<file path="config.mk">
export PLATFORM = sky130hd
export DESIGN_NAME = gdp_ram
export DESIGN_NICKNAME = d
export VERILOG_FILES = /design/src/rtl/graph_dfs_path_engine_assert.svh /design/src/rtl/gdp_ram.sv
export SDC_FILE = /design/constraint.sdc
export NUM_CORES = 1
export LEC_CHECK = 0
export BUFFER_PORTS_ARGS = -buffer_cell sky130_fd_sc_hd__buf_4
export CAP_MARGIN = 30
export CORE_MARGIN = 1
export CORE_UTILIZATION = 56
export CTS_BUF_LIST = sky130_fd_sc_hd__clkbuf_16
export CTS_CLUSTER_DIAMETER = 30
export CTS_CLUSTER_SIZE = 20
export DETAILED_ROUTE_END_ITERATION = 8
export PLACE_DENSITY_LB_ADDON = 0.1
export SLEW_MARGIN = 20
export SYNTH_ARGS = -nofsm -noshare
export SYNTH_HDL_FRONTEND = slang
export SYNTH_SLANG_ARGS = --single-unit
</file>
<file path="constraint.sdc">
create_clock -name i_clk -period 2.2 [get_ports i_clk]
set_input_delay 0.44 -clock i_clk [delete_from_list [all_inputs] [get_ports i_clk]]
set_output_delay 0.44 -clock i_clk [all_outputs]
set_load 0.05 [all_outputs]
</file>
<file path="src/rtl/graph_dfs_path_engine_assert.svh">
// Assertion macros for the graph search engine.
// Used by the top level; needs i_clk and i_rst_n in scope.
`ifndef GRAPH_DFS_PATH_ENGINE_ASSERT_SVH
`define GRAPH_DFS_PATH_ENGINE_ASSERT_SVH
// Implication checked at every clock edge outside reset.
`define GDP_ASSERT_IMP(lbl, ante, cons, msg) \
    lbl: assert property (@(posedge i_clk) disable iff (!i_rst_n) (ante) |-> (cons)) else $error(msg);
// Plain invariant checked at every clock edge outside reset.
`define GDP_ASSERT_ALWAYS(lbl, cond, msg) \
    lbl: assert property (@(posedge i_clk) disable iff (!i_rst_n) (cond)) else $error(msg);
`endif

</file>
<file path="src/rtl/gdp_ram.sv">
// Simple dual-port RAM with one write port and one registered read port.
// No dependencies.
`default_nettype none
module gdp_ram #(
    parameter int DEPTH = 64,
    parameter int WIDTH = 8
) (
    input  wire logic                     i_clk,
    input  wire logic                     i_we,
    input  wire logic [$clog2(DEPTH)-1:0] i_waddr,
    input  wire logic [WIDTH-1:0]         i_wdata,
    input  wire logic [$clog2(DEPTH)-1:0] i_raddr,
    output logic      [WIDTH-1:0]         o_rdata
);
    logic [WIDTH-1:0] r_mem [DEPTH];

    always_ff @(posedge i_clk) begin
        if (i_we) begin
            r_mem[i_waddr] <= i_wdata;
        end
        o_rdata <= r_mem[i_raddr];
    end
endmodule
`default_nettype wire

</file>
==> impl_metrics.csv <==
group,metric,value,unit
outcome,status,"complete, no violations",
placed_design,dp_cells,1512,
min_path,whs_path_depth,2,
cts,cts_setup_buffers,0,
die,chipWidth,192,um
sta,finalSetupViolCount,0,
routing,drtPass1Iterations,5,
placed_design,dpl-instance-area,21700,sq um
cts,cts_buffers,94,
critical_path,reg2regPathDepth,5,
sta,drv_slew,0,
cts,cts_tree,"yes",
placed_design,dp_hpwl,28400,um
critical_path,rr_endpoint,"o_rdata[6]$_DFF_P_",
sta,worst_pin_slew,0.727,ns
synth,yosys.area.top_type_share,76.2,%
global_routing,gr-usage-all-layers,26.2,%
global_routing,grt_pass1_vias,10737,
cts,clockBufferDepth,3,
global_routing,antenna_found_initial,0,
die,ios,30,
routing,drc,0,
cells_and_area,areaGrowthSynthToFinish,23.2,%
sta,finalCriticalPeriod,2.02,ns
synth,synth_area_leaders,"edfxtp_1, mux4_2, nor2_1",
sta,period_share,91.9,%
synth,async_flop_share,0,%
cts,ctsResizeCount,0,
cts,cts-root-buf,"clkbuf_16",
global_routing,grt_busiest_layer,"met2",
die,start_util,56.8,%
cts,cts_max_level,3,
critical_path,r2r-start,"r_mem[28][6]$_DFFE_PP_",
global_routing,grt_max_degree,65,
cts,cts.hold.buffers_added,0,
critical_path,worstPathRequired,2.67,ns
synth,yosys_register_bits,520,
die,die_y,192,um
min_path,min_from,"i_raddr[5]",
synth,syn-cell-area,20200,sq um
routing,vias,10358,
global_routing,met3_usage,5.66,%
critical_path,crit_arrival,2.49,ns
routing,ant_nets,0,
synth,avgSynthCellArea,21.5,sq um
synth,synth_edf_count,512,
critical_path,cp-startpoint,"r_mem[28][6]$_DFFE_PP_",
cts,cts.sinks,520,
global_routing,gr-total-overflow,0,
critical_path,cp_max_fo,1,
synth,synthCells,940,
min_path,min_path_type,"primary input to register",
critical_path,endpoint_kind,"register",
routing,vias_per_cell,6.14,
die,rows,69,
cells_and_area,num_antenna_cells,0,
critical_path,reg2reg_slack,0.18,ns
cts,clock_insertion_delay_worst_skew,0.60,ns
min_path,min_to,"o_rdata[5]$_DFF_P_",
global_routing,grt_pass1_wl,67800,um
global_routing,use_met2,40.4,%
sta,relSlewSlack,51.5,%
synth,yosysSeqAreaShare,77.0,%
power,leakagePower,8.34,nW
cells_and_area,final_cell_count_no_fill,1688,
placed_design,portBuffers,29,
routing,first_iter_violations,1040,
sta,rsz0062_at_grt,"no",
power,ir_worst_vdd,0.000788,V
sta,skew,0.0218,ns
placed_design,globalplace.congestion,0.825,
cells_and_area,nets,1169,
cells_and_area,drive_above_1_share,38.0,%
routing,wl_per_cell,27.2,um
die,core_area,35500,sq um
critical_path,critPathKind,"register to register",
die,dieArea,36800,sq um
critical_path,startpoint_type,"register",
cts,clk_pin_slew,0.06,ns
synth,syn_nets,962,
global_routing,use_met1,37.3,%
synth,synth-main-ff-cell,"edfxtp_1",
run,cap_viol_max_count,0,
synth,synth_top_area_cell,"edfxtp_1",
sta,fmax,0.494,GHz
routing,routed_wirelength,45800,um
cells_and_area,fillers,2143,
sta,finalHoldViolCount,0,
synth,yosys_warnings,0,
power,power.total,26.0,mW
synth,synth_cell_types,40,
cells_and_area,final_cell_area,24800,sq um
power,p_per_area,1050,nW/um^2
-- worst max-delay path by stage --
stage | to | slack (ns) | depth (start not counted)
finish | o_rdata[6]$_DFF_P_ | 0.18 | 5
CTS | o_rdata[4]$_DFF_P_ | 0.17 | 5
detailed placement | o_rdata[6]$_DFF_P_ | -0.34 | 7
floorplan | o_rdata[3]$_DFF_P_ | 0.09 | 7
global route | o_rdata[6]$_DFF_P_ | 0.12 | 5
global placement | o_rdata[6]$_DFF_P_ | -0.31 | 7
-- cells in the mapped netlist, drive strengths merged (2+ instances only) --
master,number
mux4,126
a221oi,6
o221a,2
edfxtp,512
nand3b,3
a22oi,3
o221ai,8
o32ai,2
nand3,13
nand2b,7
nor2b,14
a211oi,4
o21ai,4
nor3,7
nand2,19
mux2,13
o2bb2ai,3
mux2i,23
buf,34
nand4,2
nor2,83
nor4,2
dfxtp,8
o41ai,2
clkbuf,17
o22ai,8
o2111ai,3
a2111oi,2
a21oi,3
o21a,2
-- critical path, stage by stage, from the launching register on --
cell and delay, ns:
edfxtp_1 0.36, mux4_2 0.45, mux2_2 0.29, o221a_2 0.28
nor3_1 0.37, o32ai_1 0.16
-- cells in the final DEF (no fill, tap or decap), types with 12 or more instances in the layout --
cell         n
edfxtp_1   512
buf_4      155
mux4_2     126
clkbuf_16   96
nor2_1      83
mux2i_1     23
nand2_1     19
inv_6       17
nor2b_1     14
clkinv_4    14
mux2_2      13
nand3_1     13
clkinv_2    12
-- routing by layer --
metal	up-vias	wire length (um)	share of wire [%]
met2	412	22100	48
met3	86	3040	6.6
li1	4396	-	-
met1	5464	19400	42
met5	-	0	0
met4	0	1340	2.9
-- cells by family after synthesis --
kind of cell           Yosys count  share of synthesized area [%]
multiplexers                   162                           15.9
flip-flops                     520                           77.0
AO/OA/AOI/OAI                   54                           2.07
buffers and inverters           51                           1.57
AND/OR/NAND/NOR                153                           3.39
-- state kept, by name, summed over array words and instances (netlist names) --
name / count
o_rdata: 8
r_mem: 512
-- stage by stage --
| step | hold WS, ns | setup WS (ns) | utilization [%] | TNS [ns] |
|---|---|---|---|---|
| final | 0.211 | 0.177 | 70.0 | 0 |
| after global routing | 0.197 | 0.121 | 70.0 | 0 |
| after CTS | 0.185 | 0.167 | 70.0 | 0 |
| after detailed placement | 0.819 | -0.336 | 61.2 | -1.79 |
| after global placement | 0.811 | -0.310 | 61.2 | -1.65 |
| after floorplan | 0.539 | 0.0923 | - | 0 |
-- power by group --
group | switching [mW] | leakage [nW] | total, mW | internal (mW)
combinational | 0.689 | 2.13 | 1.15 | 0.456
clock | 5.10 | 1.53 | 13.8 | 8.71
sequential | 0.0424 | 4.67 | 11.0 | 11.0
-- area by class of cell --
| class | instances | area (sq um) | share of cell area (%) |
|---|---|---|---|
| Clock inverter | 80 | 718 | 2.89 |
| Timing Repair Buffer | 162 | 1300 | 5.22 |
| Tap cell | 461 | 577 | 2.32 |
| Sequential cell | 520 | 15500 | 62.5 |
| Multi-Input combinational cell | 369 | 4320 | 17.4 |
| Clock buffer | 96 | 2400 | 9.67 |
No activity file was read; power rests on OpenSTA's default activity.
